--- config.mk ---
export PLATFORM = sky130hd
export DESIGN_NAME = cwut_front
export DESIGN_NICKNAME = d
export VERILOG_FILES = /design/src/rtl/cwut_pkg.sv /design/src/rtl/cwut_front.sv
export SDC_FILE = /design/constraint.sdc
export NUM_CORES = 1
export LEC_CHECK = 0
export BUFFER_PORTS_ARGS = -buffer_cell sky130_fd_sc_hd__buf_2
export CAP_MARGIN = 40
export CELL_PAD_IN_SITES_DETAIL_PLACEMENT = 0
export CELL_PAD_IN_SITES_GLOBAL_PLACEMENT = 1
export CORE_AREA = 2 2 186 188
export DETAILED_ROUTE_END_ITERATION = 8
export DIE_AREA = 0 0 188 190
export PLACE_DENSITY_LB_ADDON = 0.1
export SLEW_MARGIN = 10
export SYNTH_ARGS = -nofsm -noshare
export SYNTH_HDL_FRONTEND = slang
export SYNTH_SLANG_ARGS = --single-unit
--- constraint.sdc ---
create_clock -name vclk -period 12.3
set_input_delay 0.615 -clock vclk [all_inputs]
set_output_delay 0.615 -clock vclk [all_outputs]
set_load 0.05 [all_outputs]
--- src/rtl/cwut_pkg.sv ---
// cwut_pkg: shared widths, codes and record types for the chunk write-update tracker
// no dependencies; imported by every module of the block

package cwut_pkg;

   localparam int LBA_W      = 64;
   localparam int TIME_W     = 48;
   localparam int DEV_W      = 32;
   localparam int LEN_W      = 32;
   localparam int CHUNK_W    = 12;
   localparam int CNT_W      = 16;
   localparam int MAJOR_W    = 12;
   localparam int MINOR_W    = 20;
   localparam int SHIFT_W    = 4;
   localparam int CSR_IDX_W  = 3;
   localparam int CSR_DATA_W = 48;

   localparam int SECTOR_LOG2 = 9;
   localparam int CHUNK_LOG2  = 20;

   localparam logic [SHIFT_W-1:0] SHIFT_MIN = SHIFT_W'(SECTOR_LOG2);
   localparam logic [SHIFT_W-1:0] SHIFT_MAX = SHIFT_W'(12);
   localparam logic [CNT_W-1:0]   CNT_MAX   = '1;

   // result codes
   localparam logic [1:0] OUT_FILTERED = 2'd0;
   localparam logic [1:0] OUT_RANGE    = 2'd1;
   localparam logic [1:0] OUT_SEQ      = 2'd2;
   localparam logic [1:0] OUT_COUNTED  = 2'd3;

   // register indexes
   localparam logic [CSR_IDX_W-1:0] CSR_WIN_START = 3'd0;
   localparam logic [CSR_IDX_W-1:0] CSR_WIN_END   = 3'd1;
   localparam logic [CSR_IDX_W-1:0] CSR_MAJOR     = 3'd2;
   localparam logic [CSR_IDX_W-1:0] CSR_MINOR     = 3'd3;
   localparam logic [CSR_IDX_W-1:0] CSR_LBA_SHIFT = 3'd4;
   localparam logic [CSR_IDX_W-1:0] CSR_EVENT_AT  = 3'd5;

   // classified request, front to back
   typedef struct packed {
      logic               lookup;
      logic [1:0]         outcome;
      logic [LBA_W-1:0]   slba;
      logic [LBA_W-1:0]   end_lba;
      logic [CNT_W-1:0]   now_lo;
      logic [CNT_W-1:0]   evt_time;
   } cwut_item_type;

   // one chunk table entry; only the low 16 bits of the last time matter
   typedef struct packed {
      logic [LBA_W-1:0]   last_lba;
      logic [CNT_W-1:0]   last_time;
      logic [CNT_W-1:0]   interval;
      logic [CNT_W-1:0]   count;
      logic [CNT_W-1:0]   event_time;
      logic               event_flag;
   } cwut_entry_type;

endpackage

--- src/rtl/cwut_front.sv ---
// cwut_front: filters a request and works out its LBA, end LBA and chunk
// depends on cwut_pkg

module cwut_front
   import cwut_pkg::*;
#(
   parameter int NUM_CHUNKS = 4096,
   parameter int IDX_W      = 12
) (
   input  logic [TIME_W-1:0]  now_ms,
   input  logic [DEV_W-1:0]   device_id,
   input  logic               is_write,
   input  logic [LBA_W-1:0]   start_sector,
   input  logic [LEN_W-1:0]   byte_length,
   input  logic [TIME_W-1:0]  win_lo_ms,
   input  logic [TIME_W-1:0]  win_hi_ms,
   input  logic [MAJOR_W-1:0] track_major,
   input  logic [MINOR_W-1:0] track_minor,
   input  logic [SHIFT_W-1:0] lba_shift,
   output cwut_item_type      item,
   output logic [IDX_W-1:0]   idx
);

   logic               win_en;
   logic               win_ok;
   logic               dev_ok;
   logic               pass;
   logic [1:0]         sel;
   logic [SHIFT_W-1:0] chunk_sh;
   logic [LBA_W-1:0]   slba;
   logic [LEN_W-1:0]   len_blk;
   logic [LBA_W-1:0]   chunk_full;
   logic               in_range;

   always_comb begin
      win_en = (win_lo_ms != '0) || (win_hi_ms != '0);
      win_ok = !win_en || ((now_ms > win_lo_ms) && (now_ms < win_hi_ms));
      dev_ok = (device_id[DEV_W-1:MINOR_W] == track_major) &&
               (device_id[MINOR_W-1:0] == track_minor);
      pass   = win_ok && dev_ok && is_write;

      // clamp the block size code to 512..4096 bytes
      if (lba_shift < SHIFT_MIN) begin
         sel = 2'd0;
      end else if (lba_shift > SHIFT_MAX) begin
         sel = 2'd3;
      end else begin
         sel = 2'(lba_shift - SHIFT_MIN);
      end

      slba       = start_sector >> sel;
      len_blk    = (byte_length >> SECTOR_LOG2) >> sel;
      chunk_sh   = SHIFT_W'(CHUNK_LOG2 - SECTOR_LOG2) - {2'b00, sel};
      chunk_full = slba >> chunk_sh;
      in_range   = chunk_full < LBA_W'(NUM_CHUNKS);

      item.lookup   = pass && in_range;
      item.outcome  = pass ? OUT_RANGE : OUT_FILTERED;
      item.slba     = slba;
      item.end_lba  = slba + LBA_W'(len_blk);
      item.now_lo   = now_ms[CNT_W-1:0];
      item.evt_time = now_ms[CNT_W-1:0] - win_lo_ms[CNT_W-1:0];
      idx           = chunk_full[IDX_W-1:0];
   end

endmodule

---- After elaboration in Yosys (flattened, before gate mapping) ----
Index checks and enable logic that the tools add are counted.
operators by class
  reduce and logical (&&, ||, !) cells .... 10
  add/subtract/negate cells ............... 4
  muxes and demuxes ....................... 3
  multipliers ............................. 0
  eq/ne operators ......................... 2
  div/mod/pow operators ................... 0
  bitwise operators ....................... 0
  magnitude comparators ................... 5
  shifts and indexed selects .............. 3
operator list
  cell                                                          number
  nonzero test 48 bit                                           2
  adder 64 x 32 -> 64 bit                                       1
  less-than comparator 64 x 13 -> 1 bit, second input constant  1
  >> shifter 64 x 2 -> 64 bit                                   1
  >> shifter 64 x 4 -> 64 bit                                   1
  greater-than comparator 48 bit                                1
  less-than comparator 48 bit                                   1
  >> shifter 23 x 2 -> 32 bit                                   1
  equality test 20 bit                                          1
  subtractor 16 bit                                             1
  equality test 12 bit                                          1
  logical AND 1 bit                                             5
  greater-than comparator 4 bit, second input constant          1
  less-than comparator 4 bit, second input constant             1
  2-to-1 mux 2 bit                                              2
  subtractor 4 x 2 -> 4 bit, first input constant               1
  logical OR 1 bit                                              2
  subtractor 2 x 1 -> 2 bit, second input constant              1
  zero test 1 bit                                               1
  2-to-1 mux 1 bit                                              1
storage, ports and cells
  memories ................................ 0
  memory bits (writable) .................. 0
  word-level logic and storage cells ...... 27
  bits in latches ......................... 0
  ROM bits ................................ 0
  register bits after elaboration ......... 0
  input port bits ......................... 309
  output and inout bits ................... 175

---- Longest topological paths before layout ----
  depth after elaboration ................. 7
  gate-level depth with buffers ........... 25
  gate-level depth less buffers ........... 19

---- Worst setup path before layout ----
OpenSTA, ideal clock, no wires.
  path type ............................... input to output
  start point ............................. input port lba_shift[0]
  end point ............................... output port item[84] (netlist bit)
  arrival ................................. 6.971 ns
  stages on the path ...................... 25
  data required time ...................... 11.685 ns
  setup slack ............................. 4.714 ns
  buffers on the path ..................... 6
  cell sequence ........................... clkinv_1 -> ha_1 -> nor2b_1 -> buf_2 -> o21ai_2 -> buf_4 -> buf_4 -> buf_2 -> buf_1 -> nand2_1 -> and3_1 -> a21oi_1 -> ha_1 -> inv_1 -> fa_1 -> nor2b_1 -> o2111ai_1 -> and4b_1 -> a211oi_1 -> o21ba_2 -> nand4b_1 -> nor4_2 -> buf_2 -> nand4_1 -> xnor2_1
RTL lines
  what             line              text
  start, declared  cwut_front.sv:19  input logic [SHIFT_W-1:0] lba_shift,
  end, declared    cwut_front.sv:20  output cwut_item_type item,

==> impl_metrics.tcl <==
set metrics [dict create \
    regArea_um2 0 \
    grt_max_degree 61 \
    cap_viol_max_count 0 \
    worst_ep_arrival_time_ns 6.48 \
    hold_viol_final 0 \
    io_buffer_count 474 \
    timing.final.ws_setup_ns 5.20 \
    final.min_clock_period_ns 7.10 \
    startpoint_type "input pin" \
    synth_warnings 0 \
    syn_nets 1575 \
    grt_overflow 0 \
    first_pass_iters 7 \
    viasPerCell 4.86 \
    yosysSeqAreaShare_pct 0 \
    crit_fanout 55 \
    peakVddDrop_uv 114 \
    area_growth_pct 32.3 \
    hp-class "input pin to output port" \
    tightest_slew_ns 0.971 \
    finalCritPeriodShare_pct 57.7 \
    synthCells 1145 \
    utilization_pct 31.9 \
    tns_ns 0 \
    ctsResizeCount 0 \
    layout-drive-gt1-share_pct 32.8 \
    finalSetupViolCount 0 \
    start_util_pct 24.1 \
    status "completed" \
    rsz0062_at_grt "no" \
    drv_slew 0 \
    crit_type "input pin to output port" \
    ant_nets 0 \
    core_um2 33900 \
    dp_slack_ns 5.20 \
    grt_pass1_wl_um 56500 \
    max_slew_margin_pct 33.6 \
    fp.dieH_um 190 \
    clock_buffers 0 \
    synth.cell_area_um2 8190 \
    dp.final_hpwl_um 33100 \
    crit_required_ns 11.69 \
    design.die.area_um2 35700 \
    grt_pass1_vias 10000 \
    avgSynthCellArea_um2 7.15 \
    fp.dieW_um 188 \
    wl_um 37500 \
    synth.distinct_cells 84 \
    antenna_found_initial 12 \
    drt_iter0_drc 349 \
    endpoint_kind "output port" \
    hold_buffers 0 \
    gp_congestion 0.856 \
    nFlopsAndLatches 0 \
    top_level_ports 484 \
    post_drt_wl_per_cell_um 18.5 \
    grt_usage_pct 19.8 \
    power_density_nw_per_um2 99.9 \
    power.leakage_nw 5.81 \
    nets 1993 \
    row_count 68 \
    cts_setup_buffers 0 \
    vias 9846 \
    max_freq_ghz 0.141 \
    route.detailed.drc 0 \
]
report_power, final:
part           switching, W        total [W]      internal, W  leakage [nW]
Clock                     0  0.0000000000981  0.0000000000980     0.0000570
Sequential                0                0                0             0
Combinational      0.000776          0.00108         0.000307          5.81
Total              0.000776          0.00108         0.000307          5.81
Yosys cell counts, drive strengths merged (4+ instances only):
| master | instances | area share, % |
|---|---|---|
| nand3 | 25 | 1.5 |
| nor4 | 38 | 3.2 |
| ha | 119 | 18 |
| o21bai | 9 | 0.82 |
| nor2b | 10 | 0.79 |
| xnor2 | 81 | 8.7 |
| mux2i | 122 | 15 |
| o21a | 8 | 0.73 |
| xor2 | 26 | 2.8 |
| and2 | 8 | 0.61 |
| nand2b | 14 | 1.1 |
| and3 | 18 | 1.4 |
| o2111ai | 10 | 1.1 |
| a2111oi | 8 | 1.0 |
| o22ai | 4 | 0.31 |
| o21ai | 37 | 2.3 |
| nor3 | 18 | 1.1 |
| nand4 | 35 | 2.9 |
| nor2 | 47 | 2.2 |
| a21oi | 78 | 4.9 |
| nand2 | 95 | 4.4 |
| a31oi | 7 | 0.72 |
| or4 | 4 | 0.37 |
| mux2 | 6 | 0.82 |
| a211oi | 19 | 1.9 |
| o211ai | 11 | 1.0 |
| buf | 51 | 4.0 |
| inv | 131 | 6.0 |
| a21o | 28 | 2.6 |
| o41ai | 4 | 0.43 |
| clkbuf | 16 | 0.73 |
| a21boi | 11 | 1.0 |
critical path: stages:
cell      delay, ns
buf_2          0.10
clkinv_1       0.19
ha_1           0.26
nand2b_1       0.38
a31oi_4        0.30
buf_4          0.44
buf_4          0.69
nand2_1        0.10
and3_1         0.20
a21oi_1        0.23
ha_1           0.29
and3_1         0.20
o211ai_1       0.13
a21boi_0       0.22
o221ai_1       0.13
o21ba_2        0.36
nand4b_1       0.18
nor4_2         0.57
buf_2          0.30
nand3_1        0.11
xnor2_1        0.17
buf_2          0.29
per-stage QoR:
step / cell area, um^2 / std cells / hold WS (ns) / total power [W]
final: 10800 / 2025 / 1.54 / 0.00108
after global routing: 10800 / 2022 / 1.55 / 0.00116
after CTS: 10800 / 2016 / 1.54 / 0.00109
after detailed placement: 10800 / 2016 / 1.54 / 0.00109
after global placement: 10800 / 2014 / 1.55 / 0.00109
after floorplan: 8190 / 1145 / 1.40 / 0.000803
worst paths after layout:
| kind | startpoint | end | slack (ns) | cells past startpoint |
|---|---|---|---|---|
| setup / recovery | lba_shift[0] | item[90] | 5.20 | 22 |
| hold / removal | start_sector[11] | idx[0] | 1.54 | 2 |
routing by layer:
metal / vias to the layer above / global-route usage, % / wire, um
met5: - / 0 / 43
met3: 32 / 2.14 / 1640
met1: 4536 / 24.9 / 16400
met2: 293 / 36.7 / 18900
li1: 4979 / - / -
met4: 6 / 3.24 / 545
kinds of logic after synthesis:
kind of cell,Yosys count,synth area share (%)
AO/OA/AOI/OAI,256,21.3
XOR/XNOR,107,11.4
adder cells (fa/ha/maj),121,18.7
buffers and inverters,199,10.8
multiplexers,128,15.9
other,1,0.0458
AND/OR/NAND/NOR,333,21.8
layout make-up:
| class | count | area, um^2 |
|---|---|---|
| fill | 3871 | 23100 |
| multi-input combinational | 946 | 7310 |
| timing repair buffer | 483 | 2440 |
| tap | 455 | 569 |
| inverter | 132 | 495 |
| antenna | 9 | 22.5 |
cells in the final DEF, fill, tap and decap left out, types with 11 or more instances in the layout:
| cell | count |
|---|---|
| inv_1 | 131 |
| o21ai_0 | 36 |
| o211ai_1 | 11 |
| a211oi_1 | 18 |
| a21o_1 | 28 |
| ha_1 | 119 |
| nor3_1 | 18 |
| nand2_1 | 95 |
| nand3_1 | 25 |
| nor4_1 | 36 |
| buf_2 | 475 |
| and3_1 | 18 |
| nand4_1 | 34 |
| a21oi_1 | 76 |
| xnor2_1 | 81 |
| mux2i_1 | 118 |
| nor2_1 | 47 |
| xor2_1 | 26 |
| nand2b_1 | 14 |
(Power assumes the default switching activity.)
