--- src/rtl/cwut_pkg.sv ---
// cwut_pkg: shared widths, codes and record types for the chunk write-update tracker
// no dependencies; imported by every module of the block

package cwut_pkg;

   localparam int LBA_W      = 64;
   localparam int TIME_W     = 48;
   localparam int DEV_W      = 32;
   localparam int LEN_W      = 32;
   localparam int CHUNK_W    = 12;
   localparam int CNT_W      = 16;
   localparam int MAJOR_W    = 12;
   localparam int MINOR_W    = 20;
   localparam int SHIFT_W    = 4;
   localparam int CSR_IDX_W  = 3;
   localparam int CSR_DATA_W = 48;

   localparam int SECTOR_LOG2 = 9;
   localparam int CHUNK_LOG2  = 20;

   localparam logic [SHIFT_W-1:0] SHIFT_MIN = SHIFT_W'(SECTOR_LOG2);
   localparam logic [SHIFT_W-1:0] SHIFT_MAX = SHIFT_W'(12);
   localparam logic [CNT_W-1:0]   CNT_MAX   = '1;

   // result codes
   localparam logic [1:0] OUT_FILTERED = 2'd0;
   localparam logic [1:0] OUT_RANGE    = 2'd1;
   localparam logic [1:0] OUT_SEQ      = 2'd2;
   localparam logic [1:0] OUT_COUNTED  = 2'd3;

   // register indexes
   localparam logic [CSR_IDX_W-1:0] CSR_WIN_START = 3'd0;
   localparam logic [CSR_IDX_W-1:0] CSR_WIN_END   = 3'd1;
   localparam logic [CSR_IDX_W-1:0] CSR_MAJOR     = 3'd2;
   localparam logic [CSR_IDX_W-1:0] CSR_MINOR     = 3'd3;
   localparam logic [CSR_IDX_W-1:0] CSR_LBA_SHIFT = 3'd4;
   localparam logic [CSR_IDX_W-1:0] CSR_EVENT_AT  = 3'd5;

   // classified request, front to back
   typedef struct packed {
      logic               lookup;
      logic [1:0]         outcome;
      logic [LBA_W-1:0]   slba;
      logic [LBA_W-1:0]   end_lba;
      logic [CNT_W-1:0]   now_lo;
      logic [CNT_W-1:0]   evt_time;
   } cwut_item_type;

   // one chunk table entry; only the low 16 bits of the last time matter
   typedef struct packed {
      logic [LBA_W-1:0]   last_lba;
      logic [CNT_W-1:0]   last_time;
      logic [CNT_W-1:0]   interval;
      logic [CNT_W-1:0]   count;
      logic [CNT_W-1:0]   event_time;
      logic               event_flag;
   } cwut_entry_type;

endpackage

--- src/rtl/cwut_queue.sv ---
// cwut_queue: two-entry queue of classified requests between front and back
// depends on cwut_pkg

module cwut_queue
   import cwut_pkg::*;
#(
   parameter int IDX_W = 12
) (
   input  logic               clock,
   input  logic               reset,
   input  logic               push,
   input  cwut_item_type      push_item,
   input  logic [IDX_W-1:0]   push_idx,
   output logic               full,
   input  logic               pop,
   output logic               head_valid,
   output cwut_item_type      head_item,
   output logic [IDX_W-1:0]   head_idx
);

   cwut_item_type    item_ff [2];
   logic [IDX_W-1:0] idx_ff  [2];
   logic             wr_ptr_ff;
   logic             wr_ptr_in;
   logic             rd_ptr_ff;
   logic             rd_ptr_in;
   logic [1:0]       count_ff;
   logic [1:0]       count_in;

   assign full       = (count_ff == 2'd2);
   assign head_valid = (count_ff != 2'd0);
   assign head_item  = item_ff[rd_ptr_ff];
   assign head_idx   = idx_ff[rd_ptr_ff];

   always_comb begin
      wr_ptr_in = push ? !wr_ptr_ff : wr_ptr_ff;
      rd_ptr_in = pop ? !rd_ptr_ff : rd_ptr_ff;
      count_in  = count_ff + 2'(push) - 2'(pop);
   end

   always_ff @(posedge clock) begin
      if (reset) begin
         wr_ptr_ff <= 1'b0;
         rd_ptr_ff <= 1'b0;
         count_ff  <= 2'd0;
      end else begin
         wr_ptr_ff <= wr_ptr_in;
         rd_ptr_ff <= rd_ptr_in;
         count_ff  <= count_in;
      end
   end

   always_ff @(posedge clock) begin
      if (push) begin
         item_ff[wr_ptr_ff] <= push_item;
         idx_ff[wr_ptr_ff]  <= push_idx;
      end
   end

endmodule

--- config.mk ---
export PLATFORM = sky130hd
export DESIGN_NAME = cwut_queue
export DESIGN_NICKNAME = d
export VERILOG_FILES = /design/src/rtl/cwut_pkg.sv /design/src/rtl/cwut_queue.sv
export SDC_FILE = /design/constraint.sdc
export NUM_CORES = 1
export LEC_CHECK = 0
export BUFFER_PORTS_ARGS = -buffer_cell sky130_fd_sc_hd__clkbuf_2
export CAP_MARGIN = 10
export CORE_ASPECT_RATIO = 1.2
export CORE_MARGIN = 2
export CORE_UTILIZATION = 47
export CTS_BUF_LIST = sky130_fd_sc_hd__clkbuf_16
export DETAILED_ROUTE_END_ITERATION = 6
export PLACE_DENSITY = 0.74
export RECOVER_POWER = 100
export SLEW_MARGIN = 5
export SYNTH_ARGS = -nofsm -noshare
export SYNTH_HDL_FRONTEND = slang
export SYNTH_SLANG_ARGS = --single-unit
export TNS_END_PERCENT = 10
--- constraint.sdc ---
create_clock -name clock -period 9.6 [get_ports clock]
set_input_delay 1.44 -clock clock [delete_from_list [all_inputs] [get_ports clock]]
set_output_delay 1.44 -clock clock [all_outputs]
set_load 0.01 [all_outputs]
# After elaboration in Yosys (flattened, before gate mapping)
# Memory sizes are Yosys's and may differ from the RTL's. A register that Yosys moved wholly into a read port is not among the register bits.
# Index checks and enable logic that the tools add are counted.
# op_classes
n_eq_ne	1
shifts	0
n_lt_le_gt_ge	0
n_div	0
reduce_logical	3
addsub	2
mux	6
n_bitwise	0
n_mul	0
# ops
operator	n
$mux W1	6
$add A2 B1 Y2	1
$eq A2 B2 Y1 const B	1
$logic_not A1 Y1	2
$reduce_bool A2 Y1	1
$sub A2 B1 Y2	1
# totals
wordCells	17
romBits	0
mem_bits_rw	350
inputBits	179
latchBits	0
out_inout_bits	177
memories	2
regBits	4
# mem_list
memory	words	word_bits	read_ports	rd_clocked_by_memory_dff	wr	line_no	source
item_ff	2	163	1	1	1	cwut_queue.sv:21	cwut_item_type item_ff [2];
idx_ff	2	12	1	1	1	cwut_queue.sv:22	logic [IDX_W-1:0] idx_ff [2];

# Depth between registers and ports, before layout
# Gate-level depths: netlist of the first run.
# depth
depth_word	3
mapped_depth	6

# Least setup slack after synthesis of the first run
# No wires, ideal clock.
# synth_timing
kind	input-to-reg
from	input port push
to	memory idx_ff[0][0] (enable)
setup_time_ns	0.734
stages	1
setup_slack_ns	-0.129
arrival_time_ns	8.996
cell_sequence	nor2b_1
# synth_via
elab_chain_cells	2
# synth_rtl
item	line_no	source
start, declared	cwut_queue.sv:11	input logic push,
$mux W1	cwut_queue.sv:54	if (push) begin
$mux W1 (implied by the code)	cwut_queue.sv:56	idx_ff[wr_ptr_ff] <= push_idx;
end, declared	cwut_queue.sv:22	
# Every way passes these cells.

# Worst setup path in the final report of the first run
# layout_timing
from	input port push
to	memory item_ff[1][70] (netlist name) (enable)
# layout_via
elab_chain_cells	2
# layout_rtl
item	line_no	source
$mux W1	cwut_queue.sv:54	
$mux W1 (implied by the code)	cwut_queue.sv:55	item_ff[wr_ptr_ff] <= push_item;
end, declared	cwut_queue.sv:21	
# Every way passes these cells.

==> results of run 1 <==
-- flip-flops by register name, indices dropped and copies added (netlist names), named ones only --
register / count
item_ff: 326
idx_ff: 24
count_ff: 2
rd_ptr_ff: 1
wr_ptr_ff: 1
-- synth_stat cells --
library cell	instances
sky130_fd_sc_hd__and2_1	1
sky130_fd_sc_hd__buf_2	2
sky130_fd_sc_hd__buf_4	2
sky130_fd_sc_hd__buf_6	15
sky130_fd_sc_hd__dfxtp_1	5
sky130_fd_sc_hd__edfxtp_1	350
sky130_fd_sc_hd__ha_1	2
sky130_fd_sc_hd__inv_1	2
sky130_fd_sc_hd__mux2_2	175
sky130_fd_sc_hd__nor2_1	4
sky130_fd_sc_hd__nor2b_1	3
sky130_fd_sc_hd__or2_2	1
sky130_fd_sc_hd__xnor2_1	2
sky130_fd_sc_hd__xnor3_1	1
-- final cells by class --
type | count | area share [%]
clock buffers | 37 | 5.90
inverters | 2 | 0.0478
repair buffers | 362 | 9.23
flip-flops and latches | 355 | 67.6
diodes | 2 | 0.0319
well taps | 340 | 2.71
clock inverters | 26 | 1.24
multi-input cells | 189 | 13.3
-- metal layers --
| layer | part of all wire [%] | up-vias | routed length, um |
|---|---|---|---|
| li1 | - | 3020 | - |
| met1 | 35 | 3168 | 8740 |
| met2 | 53 | 273 | 13200 |
| met3 | 8.6 | 54 | 2140 |
| met4 | 3.4 | 0 | 844 |
| met5 | 0 | - | 0 |
-- per-stage QoR --
step	power, mW	utilization (%)	instances
floorplan	2.09	-	565
global placement	2.23	55.3	1248
detailed placement	2.24	55.3	1248
CTS	3.56	59.4	1311
global route	3.62	58.0	1313
finish	3.49	58.0	1313
-- worst max-delay path: stages --
cell and delay (ns):
sky130_fd_sc_hd__clkbuf_1 0.15, sky130_fd_sc_hd__and2_0 2.30, sky130_fd_sc_hd__clkbuf_1 2.48
-- kinds of logic after synthesis --
family / share of synthesized area [%]
XOR/XNOR: 0.311
adder cells (fa/ha/maj): 0.194
buffers and inverters: 1.56
flip-flops: 82.3
multiplexers: 15.3
AND/OR/NAND/NOR: 0.359
-- power groups by stage --
stage	logic (mW)	clock network [mW]	registers, mW
2_1_floorplan	0.221	0	1.87
3_3_place_gp	0.366	0	1.87
3_5_place_dp	0.371	0	1.87
4_1_cts	0.373	1.35	1.84
5_1_grt	0.366	1.41	1.85
6_report	0.338	1.31	1.84
-- final timing paths --
path,start,end,slack (ns)
setup / recovery,push,item_ff[1][70]$_DFFE_PP_,3.17
hold / removal,rd_ptr_ff$_SDFFE_PP0P_,rd_ptr_ff$_SDFFE_PP0P_,0.52
setup reg to reg,wr_ptr_ff$_SDFFE_PP0P_,item_ff[1][70]$_DFFE_PP_,3.92
hold reg to reg,rd_ptr_ff$_SDFFE_PP0P_,rd_ptr_ff$_SDFFE_PP0P_,0.52
==> results.txt, run 1 <==
For the portion of total power attributed to combinational logic, the log shows 9.7%. The run gives 0.155 GHz as the fmax. Counting flops and latches in the post-synthesis netlist gives 355. The number of nets in the synthesized netlist is 746. The run gives 12900 um^2 as the area of the mapped netlist. The die span in x was 155 um; the endpoint required time on the critical path was 9.63 ns. The tools report the share of synthesized area occupied by flip-flops and latches as 82.3%.

In the global route stage, met2 resource usage came out at 30.0%. In this run, the number of DRC markers left after iteration 0 of detailed routing was 270. The die covers 28800 um^2.

Data arrives at the worst endpoint at 6.46 ns. The post-route DRC violation count is 0, and the placer congestion estimate is 0.766. The Yosys step of the flow raised 0 warnings.

The total number of clock tree sinks is 355, and the number of nets still failing antenna checks after routing is 0. The filler cells instantiated in the layout total 2202. The logs give 6515 for the overall via count from detail_route and 6905 for the number of global-route vias before repair.

The pin count of the biggest net entering global routing is 71, and the clock insertion delay at the later pin of the skew report is 0.50 ns. Distinct cell type count after synthesis: 14. The run gives 0 as the final number of hold-violating endpoints. Setup repair after global routing left no endpoint under its margin.

Final setup violation count: 0. The run gives 15700 um^2 as the cell area after layout. Cells with a size suffix above 1 make up 29.5% of the layout. Timing analysis after detailed placement gives a worst setup slack of 5.80 ns. CTS built an H-tree with a depth of 2. The final reports fail on max-capacitance violations, max-slew violations. In the synthesized netlist, the number of instances is 565.

The count of buffers added on input and output ports is 355. The average via count per standard cell came out at 4.96. Leaving out fill and tap cells, the most frequent cell in the layout is sky130_fd_sc_hd__edfxtp_1. In this run the vertical extent of the chip is 185 um. The run finished, with violations left. The count of cells resized by post-cts repair came out at 0.

Summed over its instances, the top area cell type makes up 81.5% of the synthesized netlist area. The total cell area at the placement stage is 15000 um^2. The worst voltage drop across the vdd grid is 197 uV. Global routing consumed, on the met3 layer, 5.33% of the routing resources.

Sequential cells account for 52.8% of the total power. The run gives 35 as the number of buffers inserted during clock tree synthesis. The kind of start point of the critical path was a primary input. The final clock period utilization by the worst path was 67.0%; the number of cell rows was 66.

Summing all multi-input logic gate instances after layout gives 2080 um^2. Total count of max-transition violations in the final report: 274. Biggest fanout along the worst timing path: 59. The region available for standard cell placement spans 27100 um^2. Number of antenna violations at the first check in global routing: 2. Worst min-delay path class: flip-flop to flip-flop. The run gives 0 as the cts-stage hold buffer count. By startpoint and endpoint, the worst setup path is classified as primary input to flip-flop.

Along the worst hold path, the cell count comes to 2. The HPWL after detailed placement is 16400 um. The final sum of negative setup slack was 0 ns; the worst reg2reg path depth was 2. Relative to the synthesized area, the layout overhead comes to 21.8%. The tree is rooted in a sky130_fd_sc_hd__clkbuf_16.

The routing usage on met1 was 17.1%; the wire length of the first global-routing pass was 36200 um. Across all hold checks on the routed design, the worst slack comes to 0.519 ns. The final critical delay including setup and external delays is 6.43 ns, and the combined flip-flop and latch cell area is 10600 um^2. The tool flagged a number of max-cap violations equal to 6. The number of detailed-routing iterations run before antenna repair came out at 4. The type of destination of the critical path was a flip-flop. The clock share of power was 37.6%; the internal power component was 2.73 mW. In this run the power density over the cells is 222 nW/um^2. In this run the post-CTS setup repair buffer count came out at 0. The tools report the overflow left after global routing as 0. The overall track demand over capacity in global routing came out at 16.4%. Worst slew slack as a fraction of its limit: -152%. TritonCTS built the clock tree. Summed over all nets, the switching power comes to 0.759 mW. Summed over all cells, the static leakage comes to 5.24 nW. At the pin with the least slew margin, the transition time is 3.77 ns.

By area the synthesized netlist is led by sky130_fd_sc_hd__edfxtp_1, sky130_fd_sc_hd__mux2_2, sky130_fd_sc_hd__buf_6, sky130_fd_sc_hd__dfxtp_1, sky130_fd_sc_hd__ha_1. After clock tree synthesis, the clock-pin slew on the worst setup and hold paths is 0.06 ns. Once routing completed, OpenROAD measured the worst setup slack at 3.17 ns. The switching power as a share of total power is 21.7%. In the layout the commonest cells are sky130_fd_sc_hd__edfxtp_1, sky130_fd_sc_hd__clkbuf_1, sky130_fd_sc_hd__mux2_2. In this run the mean area of a mapped cell was 22.8 um^2. The most utilized layer in the global route result was met2. In this run the count of I/O pins placed on the die edge is 356. Total wire length after detailed routing: 25000 um.

Between clock sinks in the finished design, the worst skew comes to 0.0153 ns. In the final routed layout, each cell accounts on average for 19.0 um. The biggest area contributor in the post-synthesis netlist is sky130_fd_sc_hd__edfxtp_1. For the number of buffers between clock root and the deepest sink, the log shows 3.

The final layout contains 1126 nets. The tools report the initial core utilization as 47.6%.
Note: power is estimated with default switching activity, not from simulation.
==> run 2, diff against run 1 <==
Clock period 9.6 ns to 5.8 ns, I/O delays scaled along.
==> run 2 against run 1 <==
  * The run still ends with max-capacitance violations, max-slew violations left
  * Combinational power increased by 63%
  * Final area shrank 0.46%
  * Clock power rose by 54%
  * Non-clock buffer count decreased by 2
  * Sequential cell count stayed put
  * Sequential share of layout area rose by 0.34 points
  * Critical endpoint is now item_ff[0][140]$_DFFE_PP_
  * Largest cell class unchanged
  * Largest power group unchanged
==> results.txt, run 2 (synthesis results as in run 1) <==
The run finished, with violations left. The final reports fail on max-capacitance violations, max-slew violations. Of all nets on the critical path, the largest fanout is 73. Worst slew slack as a fraction of its limit: -183%.

For this design the static power due to leakage is 5.22 nW. The post-CTS setup-driven buffer insertion count came out at 0. For this configuration, the core starts out at a cell density of 47.6%.

The tools report the H-tree depth as 2. The initial DRC count was 341. Counting flops per register, the top entry is item_ff.

The setup path with the least slack is of type primary input to flip-flop. The number of antenna violations at the first check in global routing was 1; the vertical die dimension was 185 um. The overall via count from detail_route is 6521. Traced cell by cell, the critical path runs through clkbuf_1, nor2b_1, clkbuf_1.

The tools report the endpoint required time on the critical path as 5.80 ns. Slowest stage cell on the critical path: sky130_fd_sc_hd__clkbuf_1. The clock net in this run drives a total of 355 sinks.

Dividing the final minimum period by the clock period gives 73.7%. The number of cell rows was 66; the count of cells resized by post-cts repair was 0. The first global-routing pass estimated 36100 um of wire. The clock period could shrink to 4.28 ns. The worst setup path is captured at a flip-flop.

The congestion estimate from routability-driven global placement came to 0.773. The tools report the cts-stage hold buffer count as 0. Total count of max-transition violations in the final report: 253. Fmax: 0.234 GHz. TritonCTS built the clock tree. The largest registers in the layout are item_ff: 326 flops, idx_ff: 24 flops, count_ff: 2 flops. Slew at the pin closest to its max-slew limit: 4.24 ns. From synthesis to final layout, the design area changed by 21.2%. The die span in x is 155 um. Counting stages on the worst path, the most repeated cell is sky130_fd_sc_hd__clkbuf_1. For the pin count of the biggest net entering global routing, the log shows 107. After the last flow step, the layout net total stands at 1124.

The tools report the overall track demand over capacity in global routing as 16.4%. The number of buffer cells added on primary ports is 355, and the number of nets still failing antenna checks after routing is 0. The final number of hold-violating endpoints was 0. The root buffer cell chosen for the clock tree is sky130_fd_sc_hd__clkbuf_16.

The number of buffers and inverters on the critical path is 2. The run gives 27100 um^2 as the floorplan core area. Clock tree synthesis inserted a total of 35 buffers.

The layout cell share with drive strength beyond 1 is 29.6%, and the post-detailed-placement half-perimeter wirelength is 16400 um. Leaving out fill and tap cells, the most frequent cells in the layout are sky130_fd_sc_hd__edfxtp_1, sky130_fd_sc_hd__clkbuf_1, sky130_fd_sc_hd__mux2_2. STA puts the critical path data arrival time at 4.28 ns. The run gives 2230 as the total of fill cells in the finished design. The register with the most flip-flops in the layout has 326 of them. Clock latency on the worst-skew pair, taken at its later pin, is 0.50 ns. The number of global-route vias before repair was 6787. For this design the ratio of total power to cell area is 360 nW/um^2.

The number of top-level design ports was 356. The run gives 0 as the overflow left after global routing. The worst setup path is launched from a primary input. Using the TritonRoute via totals, the vias-per-cell ratio works out to 4.99. Clock-pin slew was measured on the worst setup and hold paths at 0.06 ns. The die covers 28800 um^2. The max-capacitance violation count came out at 4. For this run, the share of the core covered by cells in the final layout is 57.7%. The library cell used most frequently in the layout, excluding fill and tap cells, is sky130_fd_sc_hd__edfxtp_1. The tools report the total wire length after detailed routing as 25100 um. For this run, design rule violations remaining after detail routing come to 0. The first detailed-routing pass took 4 iterations. The largest single stage delay on the critical path is 2.97 ns. The tightest min-delay check is of the flip-flop to flip-flop type. For the final database, setup skew stands at 0.0122 ns. Dividing the detail-routed wire length by the instance count gives 19.2 um.

The worst voltage drop across the vdd grid came out at 275 uV. Setup total negative slack on the finished layout was measured at 0 ns. Setup repair after global routing left no endpoint under its margin. The family of cells with the greatest summed delay on the critical path was buffers and inverters.

Setup violations remaining at the end of the flow were counted as 0. The clock passes through at most 3 buffers.
-- run 2: cell count changes in the layout (fill, tap and decap cells not counted), moves of 2 or more --
cell,previous run,this run
sky130_fd_sc_hd__clkinv_2,8,6
sky130_fd_sc_hd__clkbuf_2,60,64
sky130_fd_sc_hd__bufinv_16,3,0
sky130_fd_sc_hd__clkinv_1,6,2
sky130_fd_sc_hd__buf_12,0,2
sky130_fd_sc_hd__buf_4,4,0
sky130_fd_sc_hd__inv_1,9,14
sky130_fd_sc_hd__clkbuf_1,296,292
-- run 2: per-layer routing --
metal / GRT usage, % / vias to the layer above / part of all wire, %
met4: 6.17 / 0 / 3.0
met3: 5.03 / 53 / 7.6
li1: - / 3016 / -
met1: 17.6 / 3203 / 36
met2: 30.1 / 249 / 53
met5: 0 / - / 0
-- run 2: power by group --
part | internal (mW) | total, mW | switching (mW)
registers | 3.01 | 3.06 | 0.0532
logic | 0.234 | 0.550 | 0.316
clock network | 1.13 | 2.02 | 0.890
-- run 2: worst paths after layout --
kind	startpoint	end	slack, ns	cells past startpoint
max	push	item_ff[0][140]$_DFFE_PP_	1.52	3
min	rd_ptr_ff$_SDFFE_PP0P_	flip-flop	0.52	2
max reg2reg	wr_ptr_ff$_SDFFE_PP0P_	item_ff[0][140]$_DFFE_PP_	1.78	2
min reg2reg	rd_ptr_ff$_SDFFE_PP0P_	flip-flop	0.52	2
-- run 2: final cells by class --
cell class              instances  area (um^2)  share of cell area, %
repair buffers                360         1460                   9.37
flip-flops and latches        355        10600                   67.9
clock inverters                25          130                  0.833
clock buffers                  36          901                   5.77
inverters                       2         7.51                 0.0480
well taps                     340          425                   2.72
multi-input cells             189         2080                   13.3
diodes                          1         2.50                 0.0160
-- run 2: worst register-to-register path: cells and delay by family, from the launching register on --
| kind | cells | cell delay (ns) |
|---|---|---|
| AND/OR/NAND/NOR | 1 | 0.14 |
| buffers and inverters | 1 | 2.97 |
| flip-flops | 1 | 0.33 |
-- run 2: per-stage QoR --
stage,hold slack [ns],cells,worst slack [ns],total power [mW],instance area (um^2)
after floorplan,0.480,565,0.417,3.46,12900
after global placement,0.491,1246,2.74,3.70,15000
after detailed placement,0.505,1246,2.73,3.71,15000
after CTS,0.521,1307,2.18,5.75,16000
after global routing,0.524,1307,1.11,5.84,15600
final,0.515,1308,1.52,5.63,15600
==> run 3, diff against run 2 <==
Settings changed: CORE_UTILIZATION 47 to 52, PLACE_DENSITY 0.74 to 0.77.
Clock period 5.8 ns to 4 ns, I/O delays scaled along.
==> run 3 against run 2 <==
  * The run still ends with max-capacitance violations, max-slew violations left
  * Largest power group unchanged
  * Critical endpoint is now head_item[162]
  * Non-clock buffer count increased by 1
  * Setup slack got worse by 0.78 ns
  * Core utilization increased by 6.5 points
  * Wire length decreased by 0.81%
  * Critical path type is now flip-flop to output port
  * Clock skew increased by 0.0043 ns
==> results.txt, run 3 (synthesis results as in run 1) <==
STA puts the critical path data arrival time at 2.66 ns. The number of placed instances, taps included, is 1232. The startpoint identified for the worst register-to-register timing path is wr_ptr_ff$_SDFFE_PP0P_. Once the clock tree was built, the setup fixing pass inserted 0 buffers. The count of cells resized by post-cts repair was 0. TritonCTS built the clock tree. The tools report the overall track demand over capacity in global routing as 18.1%. For this design the ratio of total power to cell area is 530 nW/um^2. The min-delay analysis places its worst path in the category primary input to flip-flop. Along the worst path, the maximum fanout reaches 68. The max-capacitance violation count was 2. For the final routed database, the setup TNS stands at 0 ns. The critical path in this run is classified as flip-flop to output port. The final setup violation count was 0.

The type of destination of the critical path was an output port. The leading cell type in the layout, fill and taps excluded is sky130_fd_sc_hd__edfxtp_1. Leaving out filler cells and counting taps, the final layout contains 1294. The layout cell share with drive strength beyond 1 was 30.6%. For this block, the via count after detailed routing is 6590. The average via count per standard cell is 5.09. Of the available clock period, the critical path in the final layout requires 81.5%.

The kind of start point of the critical path is a flip-flop. The largest registers in the layout are item_ff: 326 flops, idx_ff: 24 flops, count_ff: 2 flops. Row generation in the floorplan step produced 63 rows. Data on the critical path is required at its endpoint by 3.40 ns. The worst-case clock skew was 0.0165 ns; the post-route DRC violation count was 0. Traced cell by cell, the critical path runs through buf_12, mux2_1, clkbuf_2. The die covers 26100 um^2. The total count of max-transition violations in the final report was 46. The H-tree depth was 2.

The total buffers and inverters traversed by the critical path is 2, and the clock transition at the registers of the reported paths is 0.06 ns. The worst slew slack as a fraction of its limit came out at -47.1%. Relative to the synthesized area, the layout overhead comes to 22.1%. The total wire length after detailed routing came out at 24900 um. Once detail routing completed, the nets flagged for antenna violations numbered 0.

The checks that failed: max-capacitance violations, max-slew violations. The number of detailed-routing iterations run before antenna repair is 4, and the total number of clock tree sinks is 355. The final critical delay including setup and external delays was 3.26 ns; the number of flip-flops in the largest register was 326. The first global-routing pass estimated 36100 um of wire.

At the end of routability-driven placement, the weighted congestion stood at 0.751. The worst hold path startpoint was push_item[83]. For the number of buffers between clock root and the deepest sink, the log shows 3.

Global routing finished with a remaining overflow of 0. The worst-case IR drop observed on VDD is 650 uV. The number of hold buffers added after CTS was 0. The die span in x was 148 um; the leakage power figure was 5.29 nW. The number of top-level design ports was 356.

For the worst-case register-to-register setup slack, the log shows 0.88 ns. The logs give 16500 um for the post-detailed-placement half-perimeter wirelength and 0 for the final number of hold-violating endpoints. The initial core utilization is 52.6%, and the delay of the slowest critical-path stage is 1.09 ns. The slowest stage cell on the critical path is sky130_fd_sc_hd__dfxtp_2.

Counting flops per register, the top entry is item_ff. Buffers inserted during clock tree synthesis total 34. The slew at the pin closest to its max-slew limit came out at 2.20 ns. The run gives 2 as the number of antenna violations at the first check in global routing. The family of cells with the greatest summed delay on the critical path is flip-flops.

The number of global-route vias before repair was 6937. The vertical die dimension is 176 um, and the floorplan core area is 24500 um^2. The pin count of the biggest net entering global routing was 81.

The number of buffer cells added on primary ports was 355; the fmax was 0.307 GHz. The logs give 1124 for the total number of nets in the final design and 266 for the initial DRC count. The flow ran to the end, but the final reports show violations. Buffer type at the clock tree root: sky130_fd_sc_hd__clkbuf_16. Cells fill 64.2% of the core in the end.

At the later pin of the worst-skew pair, clock insertion delay measures 0.50 ns. Setup repair after global routing left no endpoint under its margin. The average wire length per cell after detail routing is 19.2 um. The top cell types in the final layout, fill and taps aside, are sky130_fd_sc_hd__edfxtp_1, sky130_fd_sc_hd__clkbuf_1, sky130_fd_sc_hd__mux2_2.
-- run 3: final timing paths --
kind	depth (start not counted)	to
worst max-delay path	3	head_item[162]
worst min-delay path	1	item_ff[0][83]$_DFFE_PP_
worst max register to register	2	item_ff[1][160]$_DFFE_PP_
worst min register to register	2	flip-flop
-- run 3: final cells by class --
cell class,count,area [um^2]
sequential,355,10600
fill,1837,8770
multi-input combinational,189,2080
timing repair buffer,361,1520
clock buffer,37,926
tap,325,407
clock inverter,23,181
inverter,2,7.51
antenna,2,5.00
-- run 3: metal layers --
metal / global-route usage [%] / wire [um] / share of wire (%)
met1: 18.5 / 8290 / 33
met2: 33.6 / 13600 / 55
met5: 0 / 0 / 0
met4: 8.89 / 1120 / 4.5
met3: 5.32 / 1870 / 7.5
-- run 3: per-stage QoR --
step	hold WS, ns	setup slack [ns]	power (mW)	cell area, um^2
2_1_floorplan	0.480	-1.11	5.01	12900
3_3_place_gp	0.492	1.61	5.36	15000
3_5_place_dp	0.518	1.61	5.39	15000
4_1_cts	0.266	1.06	8.50	16100
5_1_grt	0.265	0.570	8.63	15700
6_report	0.288	0.741	8.34	15700
-- run 3: power by group --
part           internal, mW  total [mW]  switching, mW
clock network          1.86        3.11           1.25
logic                 0.349       0.817          0.468
registers              4.35        4.42         0.0688
total                  6.55        8.34           1.79
-- run 3: worst register-to-register path, cell delays in order, from the launching register on --
cell	delay [ns]
sky130_fd_sc_hd__dfxtp_1	0.36
sky130_fd_sc_hd__and2_0	1.15
sky130_fd_sc_hd__clkbuf_4	1.11
